File: config.mk
export PLATFORM = sky130hd
export DESIGN_NAME = aeag_queue
export DESIGN_NICKNAME = d
export VERILOG_FILES = /design/src/hw/rtl/aeag_pkg.sv /design/src/hw/rtl/aeag_queue.sv
export SDC_FILE = /design/constraint.sdc
export NUM_CORES = 1
export LEC_CHECK = 0
export BUFFER_PORTS_ARGS = -buffer_cell sky130_fd_sc_hd__buf_2
export CAP_MARGIN = 20
export CORE_MARGIN = 2
export CORE_UTILIZATION = 45
export DETAILED_ROUTE_END_ITERATION = 10
export GPL_ROUTABILITY_DRIVEN = 1
export PLACE_DENSITY = 0.69
export SYNTH_ARGS = -nofsm -noshare
export SYNTH_HDL_FRONTEND = slang
export SYNTH_SLANG_ARGS = --single-unit
File: constraint.sdc
create_clock -name clk -period 12.01 [get_ports clk]
set_input_delay 0.6005 -clock clk [delete_from_list [all_inputs] [get_ports clk]]
set_output_delay 0.6005 -clock clk [all_outputs]
set_load 0.05 [all_outputs]
File: src/hw/rtl/aeag_pkg.sv
// Shared types and constants for the array element address generator.
// No dependencies; imported by every other file of the block.
`timescale 1ns / 1ps

package aeag_pkg;

	localparam int DEF_MAX_ARRAYS = 16;
	localparam int DEF_MAX_DIMS   = 10;

	localparam int S_TDATA_W = 80;
	localparam int S_TUSER_W = 2;
	localparam int M_TDATA_W = 40;

	localparam int Q_DEPTH = 2;
	localparam int Q_PW    = 1;

	localparam logic [1:0] CMD_HEADER = 2'd0;
	localparam logic [1:0] CMD_BOUNDS = 2'd1;
	localparam logic [1:0] CMD_INDEX  = 2'd2;

	typedef enum logic [1:0] {
		OP_HEADER,
		OP_BOUNDS,
		OP_INDEX
	} aeag_op_t;

	typedef enum logic [1:0] {
		ST_FETCH,
		ST_EXEC,
		ST_SCALE
	} aeag_state_t;

	typedef struct packed {
		aeag_op_t    op;
		logic [3:0]  array_id;
		logic [3:0]  dim_pos;
		logic [3:0]  dim_total;
		logic [31:0] value_a;
		logic [31:0] value_b;
	} aeag_entry_t;

endpackage

File: src/hw/rtl/aeag_queue.sv
// Short request queue between front end and back end.
// Depends on aeag_pkg.
`timescale 1ns / 1ps

module aeag_queue (
	input  logic                  clk,
	input  logic                  arst_n,
	input  logic                  push_valid,
	input  aeag_pkg::aeag_entry_t push_entry,
	output logic                  full,
	output logic                  pop_valid,
	input  logic                  pop_ready,
	output aeag_pkg::aeag_entry_t pop_entry
);
	import aeag_pkg::*;

	aeag_entry_t       slot_q [Q_DEPTH];
	logic [Q_PW-1:0]   wr_ptr_q;
	logic [Q_PW-1:0]   rd_ptr_q;
	logic [Q_PW:0]     count_q;
	logic              do_push;
	logic              do_pop;

	assign full      = count_q == (Q_PW+1)'(Q_DEPTH);
	assign pop_valid = count_q != '0;
	assign pop_entry = slot_q[rd_ptr_q];
	assign do_push   = push_valid && !full;
	assign do_pop    = pop_valid && pop_ready;

	always_ff @(posedge clk or negedge arst_n) begin
		if (!arst_n) begin
			wr_ptr_q <= '0;
			rd_ptr_q <= '0;
			count_q  <= '0;
		end else begin
			if (do_push) wr_ptr_q <= wr_ptr_q + 1'b1;
			if (do_pop) rd_ptr_q <= rd_ptr_q + 1'b1;
			case ({do_push, do_pop})
				2'b10:   count_q <= count_q + 1'b1;
				2'b01:   count_q <= count_q - 1'b1;
				default: count_q <= count_q;
			endcase
		end
	end

	always_ff @(posedge clk) begin
		if (do_push) slot_q[wr_ptr_q] <= push_entry;
	end

endmodule

==> results of run 1 <==
==> flip-flops by register name, summed over array words and instances, names as in the netlist <==
register and count:
slot_q 156, count_q 2, wr_ptr_q 1, rd_ptr_q 1
==> Yosys cell counts, drive strengths merged, types with 2 or more instances <==
cell type  count
xor2           2
dfrtp          4
nor2           2
xnor2          3
edfxtp       156
buf            9
mux2          78
==> how the worst max path moves through the flow <==
stage / from / endpoint / slack [ns] / cells past startpoint
after global routing: rd_ptr_q / pop_entry[61] / 9.18 / 3
final: rd_ptr_q / pop_entry[65] / 9.29 / 3
after detailed placement: push_valid / slot_q[0][76] / 9.23 / 4
after global placement: push_valid / slot_q[0][0] / 9.28 / 4
after floorplan: push_valid / slot_q[0][0] / 7.55 / 2
after CTS: rd_ptr_q / pop_entry[32] / 9.07 / 2
==> area by class of cell <==
cell class / instances / area [µm²] / share of cell area
multi-input cells: 91 / 1020 / 0.137
diodes: 1 / 2.50 / 0.000334
inverters: 1 / 3.75 / 0.000501
flip-flops and latches: 160 / 4790 / 0.640
well taps: 172 / 215 / 0.0287
clock buffers: 25 / 465 / 0.0622
repair buffers: 166 / 898 / 0.120
clock inverters: 7 / 90.1 / 0.0120
==> critical path: stages, from the launching register on <==
cell and delay [ns]:
sky130_fd_sc_hd__dfrtp_4 0.79, sky130_fd_sc_hd__buf_16 0.32, sky130_fd_sc_hd__mux2_2 0.37, sky130_fd_sc_hd__buf_2 0.21
==> stage by stage <==
| stage | cell area (µm²) | util |
|---|---|---|
| 2_1_floorplan | 5860 | - |
| 3_3_place_gp | 6840 | 0.540 |
| 3_5_place_dp | 6840 | 0.540 |
| 4_1_cts | 7410 | 0.585 |
| 5_1_grt | 7480 | 0.591 |
| 6_report | 7490 | 0.591 |
==> kinds of logic (layout without fill, tap and decap cells) <==
| group | after synthesis | count (layout) | synth area share |
|---|---|---|---|
| DFF | 160 | 160 | 0.816 |
| muxes | 78 | 78 | 0.156 |
| buffers and inverters | 10 | 199 | 0.0115 |
| other | 0 | 1 | 0 |
| and+or+nand+nor | 7 | 7 | 0.00662 |
| xor gates and xnor gates | 5 | 5 | 0.00747 |
| adders and majority gates | 1 | 1 | 0.00213 |
==> layer usage <==
metal | routed length (µm) | up-vias | global-route usage
met4 | 168 | 0 | 0.0708
met2 | 4910 | 114 | 0.240
met1 | 4280 | 1449 | 0.186
met5 | 0 | - | 0
li1 | - | 1389 | -
met3 | 677 | 13 | 0.0560
==> where the power goes <==
part | internal (µW) | switching [µW]
Clock | 310 | 194
Sequential | 764 | 56.2
Combinational | 258 | 627
Total | 1330 | 877
==> cells in the final DEF (no fill, tap or decap), drive strengths merged <==
cell type    Yosys  final
buf              9    165
edfxtp         156    156
mux2            78     78
clkbuf           0     25
dfrtp            4      4
xnor2            3      3
clkinv           0      3
xor2             2      2
clkinvlp         0      2
bufinv           0      2
nor2             2      2
diode            0      1
nand2b           1      1
inv              1      1
nand2            1      1
or2              1      1
and2             1      1
and3             1      1
ha               1      1
dlygate4sd3      0      1
==> impl_metrics.json, run 1 <==
{
  "drc": 0,
  "initial_core_util": 0.463,
  "post_synth.cell_area_avg_um2": 22.5,
  "num-fill-cells": 1028,
  "initialDrtViolationCount": 199,
  "worst_ep_required_time_ns": 11.41,
  "std_cell_rows": 41,
  "hold_path_startpoint": "push_entry[60]",
  "synthFlopType": "sky130_fd_sc_hd__edfxtp_1",
  "postSynthNetCount": 344,
  "syn_inst": 261,
  "ant_nets": 0,
  "clock_tree.htree_level_count": 4,
  "crit_arrival_ns": 2.12,
  "outcome": "finished, final reports clean",
  "slew-limit-headroom": 0.624,
  "hold_viol_final": 0,
  "via_count": 2965,
  "async_reset_ff_frac": 0.0250,
  "antenna_found_initial": 0,
  "number_of_hold_buffers_added_after_cts": 1,
  "die_area_um2": 14000,
  "highest_attainable_clock_frequency_mhz": 367,
  "post-synth-top-area-cell": "sky130_fd_sc_hd__edfxtp_1",
  "place_ws_ns": 9.23,
  "wire_per_inst_um": 16.1,
  "ir_drop_v": 0.000185,
  "instances_no_fill": 623,
  "reg2reg_setup_slack_ns": 9.84,
  "worstRegToRegCells": 5,
  "clockRootBuffer": "sky130_fd_sc_hd__clkbuf_16",
  "slew_viol_final": 0,
  "min_period_over_period": 0.227,
  "design.portCount": 162,
  "first_pass_iters": 4,
  "total_wirelength_um": 10000,
  "synth.area.top_cells": "sky130_fd_sc_hd__edfxtp_1 80%, sky130_fd_sc_hd__mux2_2 13%, sky130_fd_sc_hd__mux2_4 2.6%",
  "worst_skew_ns": 0.00652,
  "min_delay_path_depth": 1,
  "synth_edf_count": 156,
  "setup.worst_path.end_class": "output pin",
  "grt_pass1_vias": 3170,
  "clkLatencyLatePin_ns": 0.42,
  "power_leakage_uw": 0.00284,
  "place.port_buffers": 161,
  "cts_buffer_count": 17,
  "core_region_area_um2": 12700,
  "place.gp.congestion": 0.692,
  "critical_path.reg2reg.endpoint": "slot_q[0][6]",
  "finalCriticalPeriod_ns": 2.72,
  "globalRouteTotalUtil": 0.152,
  "viasPerCell": 4.76,
  "fin_hold_ws_ns": 0.369,
  "regToRegStartpoint": "count_q[0]",
  "synth_largest_type_area_fraction": 0.799,
  "final_net_count": 520,
  "unrepaired_setup_endpoints_after_global_routing": "no",
  "power_density_nw_per_um2": 295,
  "chipHeight_um": 118,
  "dp_hpwl_um": 6120,
  "cts_setup_buffers": 0,
  "layout-drive-gt1-share": 0.607,
  "setup.worst_path.start_class": "register",
  "worstSetupPathType": "reg -> out",
  "yosys.cell_types.count": 16,
  "finalWorstSetupSlack_ns": 9.29,
  "tritoncts_num_sinks": 160,
  "postCtsResizedCells": 0,
  "path_clk_slew_ns": 0.06,
  "report.final.setup_viol": 0,
  "synth-seq-cells": 160,
  "ys.warnings.count": 0,
  "tightestPinTransition_ns": 0.564,
  "grt_pass1_wl_um": 16100,
  "tritoncts": "yes",
  "setup_total_negative_slack_ns": 0,
  "post-place-cells": 586,
  "seq_area_frac_synth": 0.816,
  "worst_hold_path_type": "in -> reg",
  "width_of_the_die_um": 118,
  "finalPower_uw": 2210,
  "area.growth.synth_to_final_pct": 27.7,
  "grt_max_degree": 80,
  "cts_buffer_depth": 2,
  "syn_area_um2": 5860,
  "timing.hold.worst_endpoint": "slot_q[0][60]",
  "cp_max_fo": 42,
  "maxCapViolations": 0,
  "global_route.overflow_total": 0
}
Note: power is estimated with default switching activity, not from simulation.
==> run 2, diff against run 1 <==
ABC_AREA = 1   (was default)
PLACE_DENSITY = 0.72   (was 0.69)
clock period = 2.4 ns   (was 12.01 ns; I/O delays follow)
==> run 2 against run 1 <==
  * First-iteration DRC count up 23%
  * Sequential power rose to 4.9 times the previous value
  * Sequential share of layout area down 6.5 points
  * Utilization up 6.4 points
  * Critical path depth up 1
  * Flip-flop and latch count unchanged
  * Highest routed layer unchanged
==> impl_metrics.json, run 2 <==
{
  "crit_arrival_ns": 2.03,
  "tightestPinTransition_ns": 0.834,
  "number_of_hold_buffers_added_after_cts": 81,
  "power_leakage_uw": 0.00359,
  "area.growth.synth_to_final_pct": 41.2,
  "report.final.setup_viol": 0,
  "clkLatencyLatePin_ns": 0.41,
  "core_region_area_um2": 12700,
  "synthFlopType": "sky130_fd_sc_hd__edfxtp_1",
  "unrepaired_setup_endpoints_after_global_routing": "no",
  "cts_buffer_depth": 2,
  "setup_total_negative_slack_ns": 0,
  "setup.worst_path.end_class": "output pin",
  "slew_viol_final": 0,
  "syn_area_um2": 5900,
  "critical-path-slowest-cell": "sky130_fd_sc_hd__buf_4",
  "layout-drive-gt1-share": 0.287,
  "postSynthNetCount": 522,
  "chipHeight_um": 119,
  "internal_power_uw": 6600,
  "async_reset_ff_frac": 0.0250,
  "largest_registers": "slot_q x156, count_q x2",
  "cts_setup_buffers": 0,
  "grt_max_degree": 80,
  "hold_viol_final": 0,
  "std_cell_rows": 41,
  "synth_edf_count": 156,
  "initial_core_util": 0.464,
  "power.combinational.fraction": 0.437,
  "ir_drop_v": 0.000987,
  "ys.warnings.count": 0,
  "design.portCount": 162,
  "reg2reg_setup_slack_ns": 0.60,
  "synth_largest_type_area_fraction": 0.794,
  "share_seq_of_total_power": 0.335,
  "clockRootBuffer": "sky130_fd_sc_hd__clkbuf_16",
  "seq_area_frac_synth": 0.811,
  "slew-limit-headroom": 0.444,
  "viasPerCell": 4.77,
  "netlist_top_cells_count": "244 x sky130_fd_sc_hd__nand2_1, 156 x sky130_fd_sc_hd__edfxtp_1, 12 x sky130_fd_sc_hd__buf_2",
  "highest_attainable_clock_frequency_mhz": 465,
  "tritoncts_num_sinks": 160,
  "wire_per_inst_um": 15.0,
  "synth.area.top_cells": "sky130_fd_sc_hd__edfxtp_1 79%, sky130_fd_sc_hd__nand2_1 16%, sky130_fd_sc_hd__dfrtp_1 1.7%",
  "final_design_area_no_fill_um2": 8330,
  "global_route.overflow_total": 0,
  "maxCapViolations": 0,
  "placed_area_um2": 6920,
  "worst_hold_path_type": "in -> async",
  "finalCriticalPeriod_ns": 2.15,
  "power_density_nw_per_um2": 1430,
  "setup.worst_path.start_class": "register",
  "width_of_the_die_um": 119,
  "dp_hpwl_um": 7290,
  "mostFrequentLayoutCell": "sky130_fd_sc_hd__nand2_1",
  "worst_ep_required_time_ns": 2.28,
  "antenna_found_initial": 0,
  "globalRouteTotalUtil": 0.194,
  "postCtsResizedCells": 0,
  "grt_pass1_wl_um": 20800,
  "place.gp.congestion": 0.739,
  "worst_skew_ns": 0.00617,
  "min_period_over_period": 0.897,
  "worstSetupPathType": "reg -> out",
  "syn_inst": 439,
  "critPathMaxStageDelay_ns": 0.65,
  "ant_nets": 0,
  "tritoncts": "yes",
  "post-synth-top-area-cell": "sky130_fd_sc_hd__edfxtp_1",
  "yosys.cell_types.count": 14,
  "layout.cells.most_common_list": "244 x sky130_fd_sc_hd__nand2_1, 161 x sky130_fd_sc_hd__buf_2, 156 x sky130_fd_sc_hd__edfxtp_1",
  "cpMostUsedCell": "sky130_fd_sc_hd__nand2_1",
  "clock_tree.htree_level_count": 4,
  "initialDrtViolationCount": 245,
  "final_net_count": 772,
  "post_synth.cell_area_avg_um2": 13.4,
  "path_clk_slew_ns": 0.06,
  "cp_max_fo": 79,
  "regMostFlops": "slot_q",
  "place.port_buffers": 161,
  "via_count": 4160,
  "p_sw_frac": 0.445,
  "switching_power_uw": 5290,
  "first_pass_iters": 4,
  "cts_buffer_count": 17,
  "critical_path.cell_chain": "buf_4, nand2_1, nand2_1, buf_2",
  "clock_power_share": 0.229,
  "synthMostInstantiatedCell": "sky130_fd_sc_hd__nand2_1",
  "outcome": "finished, final reports clean",
  "total_wirelength_um": 13100,
  "antenna_cells_inserted": 0,
  "largest_register_ffs": 156,
  "die_area_um2": 14000,
  "grt_pass1_vias": 4268,
  "drc": 0,
  "num-fill-cells": 951,
  "synth-seq-cells": 160
}
==> run 2: changes by cell type in the layout (fill, tap and decap cells not counted), moves of 2 or more <==
cell / before / now
sky130_fd_sc_hd__mux2_2: 68 / 0
sky130_fd_sc_hd__buf_12: 1 / 3
sky130_fd_sc_hd__clkinvlp_4: 2 / 4
sky130_fd_sc_hd__xor2_1: 2 / 0
sky130_fd_sc_hd__buf_16: 2 / 0
sky130_fd_sc_hd__bufinv_16: 2 / 4
sky130_fd_sc_hd__nand2_1: 1 / 244
sky130_fd_sc_hd__mux2_4: 10 / 0
sky130_fd_sc_hd__buf_4: 1 / 3
sky130_fd_sc_hd__nand3_1: 0 / 2
sky130_fd_sc_hd__xnor2_1: 3 / 1
sky130_fd_sc_hd__dlygate4sd3_1: 1 / 81
sky130_fd_sc_hd__clkbuf_1: 7 / 3
sky130_fd_sc_hd__inv_1: 1 / 6
==> run 2: power by group through the flow <==
stage / Combinational (µW) / Clock [µW] / Sequential (µW)
4_1_cts: 5210 / 2760 / 3980
2_1_floorplan: 3920 / 0 / 4000
3_5_place_dp: 5100 / 0 / 4030
5_1_grt: 5540 / 2870 / 4030
3_3_place_gp: 5020 / 0 / 4000
6_report: 5190 / 2720 / 3980
==> run 2: kinds of logic after synthesis <==
group	after synthesis	share of synthesized area
adder cells (fa/ha/maj)	1	0.00212
flip-flops	160	0.811
AO/OA/AOI/OAI	1	0.000847
buffers and inverters	26	0.0246
XOR/XNOR	1	0.00148
AND/OR/NAND/NOR	250	0.160
==> run 2: cell type report <==
class                           instances  area [µm²]  share of cell area
Sequential cell                       160        4790               0.574
Timing Repair Buffer                  248        1700               0.204
Clock inverter                         11         165              0.0198
Clock buffer                           20         437              0.0524
Tap cell                              172         215              0.0258
Multi-Input combinational cell        253         991               0.119
Inverter                                9        40.0             0.00480
==> run 2: per-layer routing <==
layer | track usage | part of all wire
met5 | 0 | 0
met3 | 0.0598 | 0.064
met1 | 0.215 | 0.39
met2 | 0.349 | 0.53
met4 | 0.0737 | 0.020
==> run 2: final timing paths <==
path / to / startpoint / cells past startpoint
max in group asynchronous: rd_ptr_q / arst_n / 2
max reg2reg: slot_q[1][7] / count_q[1] / 4
min: rd_ptr_q / arst_n / 2
min reg2reg: count_q[1] / count_q[1] / 2
max: pop_entry[63] / rd_ptr_q / 4
min in group clk: slot_q[1][71] / push_entry[71] / 2
==> run 2: critical path: cells and delay by family (launching register included) <==
kind,cells,cell delay [ns]
buf+inv,2,0.91
flops,1,0.38
simple gates,2,0.27
==> run 2: metrics by stage <==
step                std cells   util  total power (µW)  worst slack (ns)  hold slack (ns)
floorplan                 439      -              7920            0.0120           -0.176
global placement          761  0.544              9020             0.673          -0.0683
detailed placement        761  0.544              9130             0.595          -0.0651
CTS                       873  0.655             12000             0.234           0.0258
global route              873  0.655             12500             0.111           0.0501
finish                    873  0.655             11900             0.247           0.0493
==> run 3, diff against run 2 <==
clock period = 1.9 ns   (was 2.4 ns; I/O delays follow)
==> run 3 against run 2 <==
  * Clock-buffer cell count did not move
  * Highest routed layer unchanged
  * Largest power group unchanged
  * Critical endpoint is now pop_entry[56]
  * Critical path depth rose by 1
  * Via count fell by 2.2%
==> impl_metrics.json, run 3 (synthesis gave the netlist of run 2 again) <==
{
  "cts_buffer_depth": 2,
  "layout.cells.most_common_list": "244 x sky130_fd_sc_hd__nand2_1, 156 x sky130_fd_sc_hd__edfxtp_1, 138 x sky130_fd_sc_hd__buf_2",
  "cts_buffer_count": 17,
  "grt_pass1_wl_um": 20400,
  "num-fill-cells": 925,
  "setup.worst_path.end_class": "output pin",
  "post-place-cells": 763,
  "grt_max_degree": 45,
  "global_route.overflow_total": 0,
  "largest_register_ffs": 156,
  "worstRegToRegCells": 6,
  "wire_per_inst_um": 14.6,
  "mostFrequentLayoutCell": "sky130_fd_sc_hd__nand2_1",
  "initialDrtViolationCount": 349,
  "place.gp.congestion": 0.711,
  "power_leakage_uw": 0.00365,
  "core_region_area_um2": 12700,
  "chipHeight_um": 119,
  "worst_hold_path_type": "in -> reg",
  "grt_pass1_vias": 4217,
  "hold_viol_final": 0,
  "finalCriticalPeriod_ns": 1.82,
  "worstSetupStartpoint": "rd_ptr_q",
  "highest_attainable_clock_frequency_mhz": 550,
  "maxCapViolations": 0,
  "setup_total_negative_slack_ns": 0,
  "slew-limit-headroom": 0.625,
  "path_clk_slew_ns": 0.06,
  "setup.worst_path.start_class": "register",
  "viasPerCell": 4.64,
  "std_cell_rows": 41,
  "outcome": "finished, final reports clean",
  "design.portCount": 162,
  "via_count": 4070,
  "antenna_found_initial": 0,
  "regMostFlops": "slot_q",
  "worstSetupPathType": "reg -> out",
  "first_pass_iters": 4,
  "hold_path_startpoint": "push_valid",
  "instances_no_fill": 877,
  "dp_hpwl_um": 7280,
  "clockRootBuffer": "sky130_fd_sc_hd__clkbuf_16",
  "tritoncts": "yes",
  "crit_arrival_ns": 1.72,
  "clock_tree.htree_level_count": 4,
  "final_net_count": 776,
  "antenna_cells_inserted": 0,
  "width_of_the_die_um": 119,
  "layout-drive-gt1-share": 0.291,
  "worst_skew_ns": 0.00929,
  "fin_hold_ws_ns": 0.0244,
  "globalRouteTotalUtil": 0.190,
  "min_delay_path_depth": 3,
  "grt.met2_usage": 0.350,
  "largest_registers": "slot_q x156, count_q x2",
  "slew_viol_final": 0,
  "power_density_nw_per_um2": 1810,
  "final_design_area_no_fill_um2": 8500,
  "clkLatencyLatePin_ns": 0.41,
  "finalPower_uw": 15400,
  "report.final.setup_viol": 0,
  "area.growth.synth_to_final_pct": 44.1,
  "placed_area_um2": 6990,
  "drc": 0,
  "ant_nets": 0,
  "initial_core_util": 0.464,
  "regToRegStartpoint": "count_q[0]",
  "min_period_over_period": 0.958,
  "reg2reg_setup_slack_ns": 0.24,
  "ir_drop_v": 0.00128,
  "tritoncts_num_sinks": 160,
  "total_wirelength_um": 12800,
  "die_area_um2": 14000,
  "grtUsageMet1": 0.207,
  "globalRouteMet3Util": 0.0569,
  "cp_max_fo": 34,
  "grt_busiest_layer": "met2",
  "worst_ep_required_time_ns": 1.80,
  "tightestPinTransition_ns": 0.557,
  "place.port_buffers": 161
}
## run 3: changes by cell type in the layout (fill, tap and decap cells not counted), moves of 3 or more
cell,before,now
sky130_fd_sc_hd__buf_12,3,6
sky130_fd_sc_hd__buf_2,161,138
sky130_fd_sc_hd__buf_4,3,9
sky130_fd_sc_hd__clkbuf_4,0,15
## run 3: cell type report
type                    instances  area [µm²]  area share
clock buffers                  20         437      0.0514
repair buffers                252        1860       0.218
clock inverters                11         165      0.0194
inverters                       9        50.0     0.00589
multi-input cells             253         991       0.117
flip-flops and latches        160        4790       0.563
well taps                     172         215      0.0253
## run 3: final timing paths
path                                 end
setup / recovery           pop_entry[56]
hold / removal                  wr_ptr_q
setup reg to reg              count_q[1]
hold reg to reg               count_q[1]
max in group asynchronous       rd_ptr_q
min in group asynchronous     count_q[1]
## run 3: critical path, cell delays in order, from the launching register on
cell                       delay [ns]
sky130_fd_sc_hd__dfrtp_4         0.56
sky130_fd_sc_hd__clkinv_8        0.15
sky130_fd_sc_hd__buf_16          0.20
sky130_fd_sc_hd__nand2_1         0.06
sky130_fd_sc_hd__nand2_1         0.07
sky130_fd_sc_hd__buf_2           0.27
## run 3: metrics by stage
step           worst slack [ns]  utilization
6_report                 0.0803        0.668
5_1_grt                -0.00929        0.668
4_1_cts                0.000126        0.662
3_5_place_dp              0.240        0.549
3_3_place_gp              0.335        0.549
2_1_floorplan            -0.488            -
## run 3: report_power, final
group | leakage [µW] | switching [µW] | total (µW) | internal, µW
registers | 0.00150 | 241 | 5060 | 4820
clock network | 0.000284 | 1250 | 3440 | 2180
logic | 0.00186 | 5240 | 6880 | 1640
## run 3: routing by layer
metal,vias to the layer above,part of all wire
met4,0,0.0069
met5,-,0
met1,1917,0.37
met3,6,0.074
li1,1982,-
met2,165,0.55
## run 3: what timing repair did
action                                 in CTS  in global routing
endpoints found under the hold margin     161                  0
buffers inserted                            0                  2
hold buffers                               81                  0
gates cloned                                0                  0
gates resized for setup                    10                 21
setup endpoints to repair                  63                 73
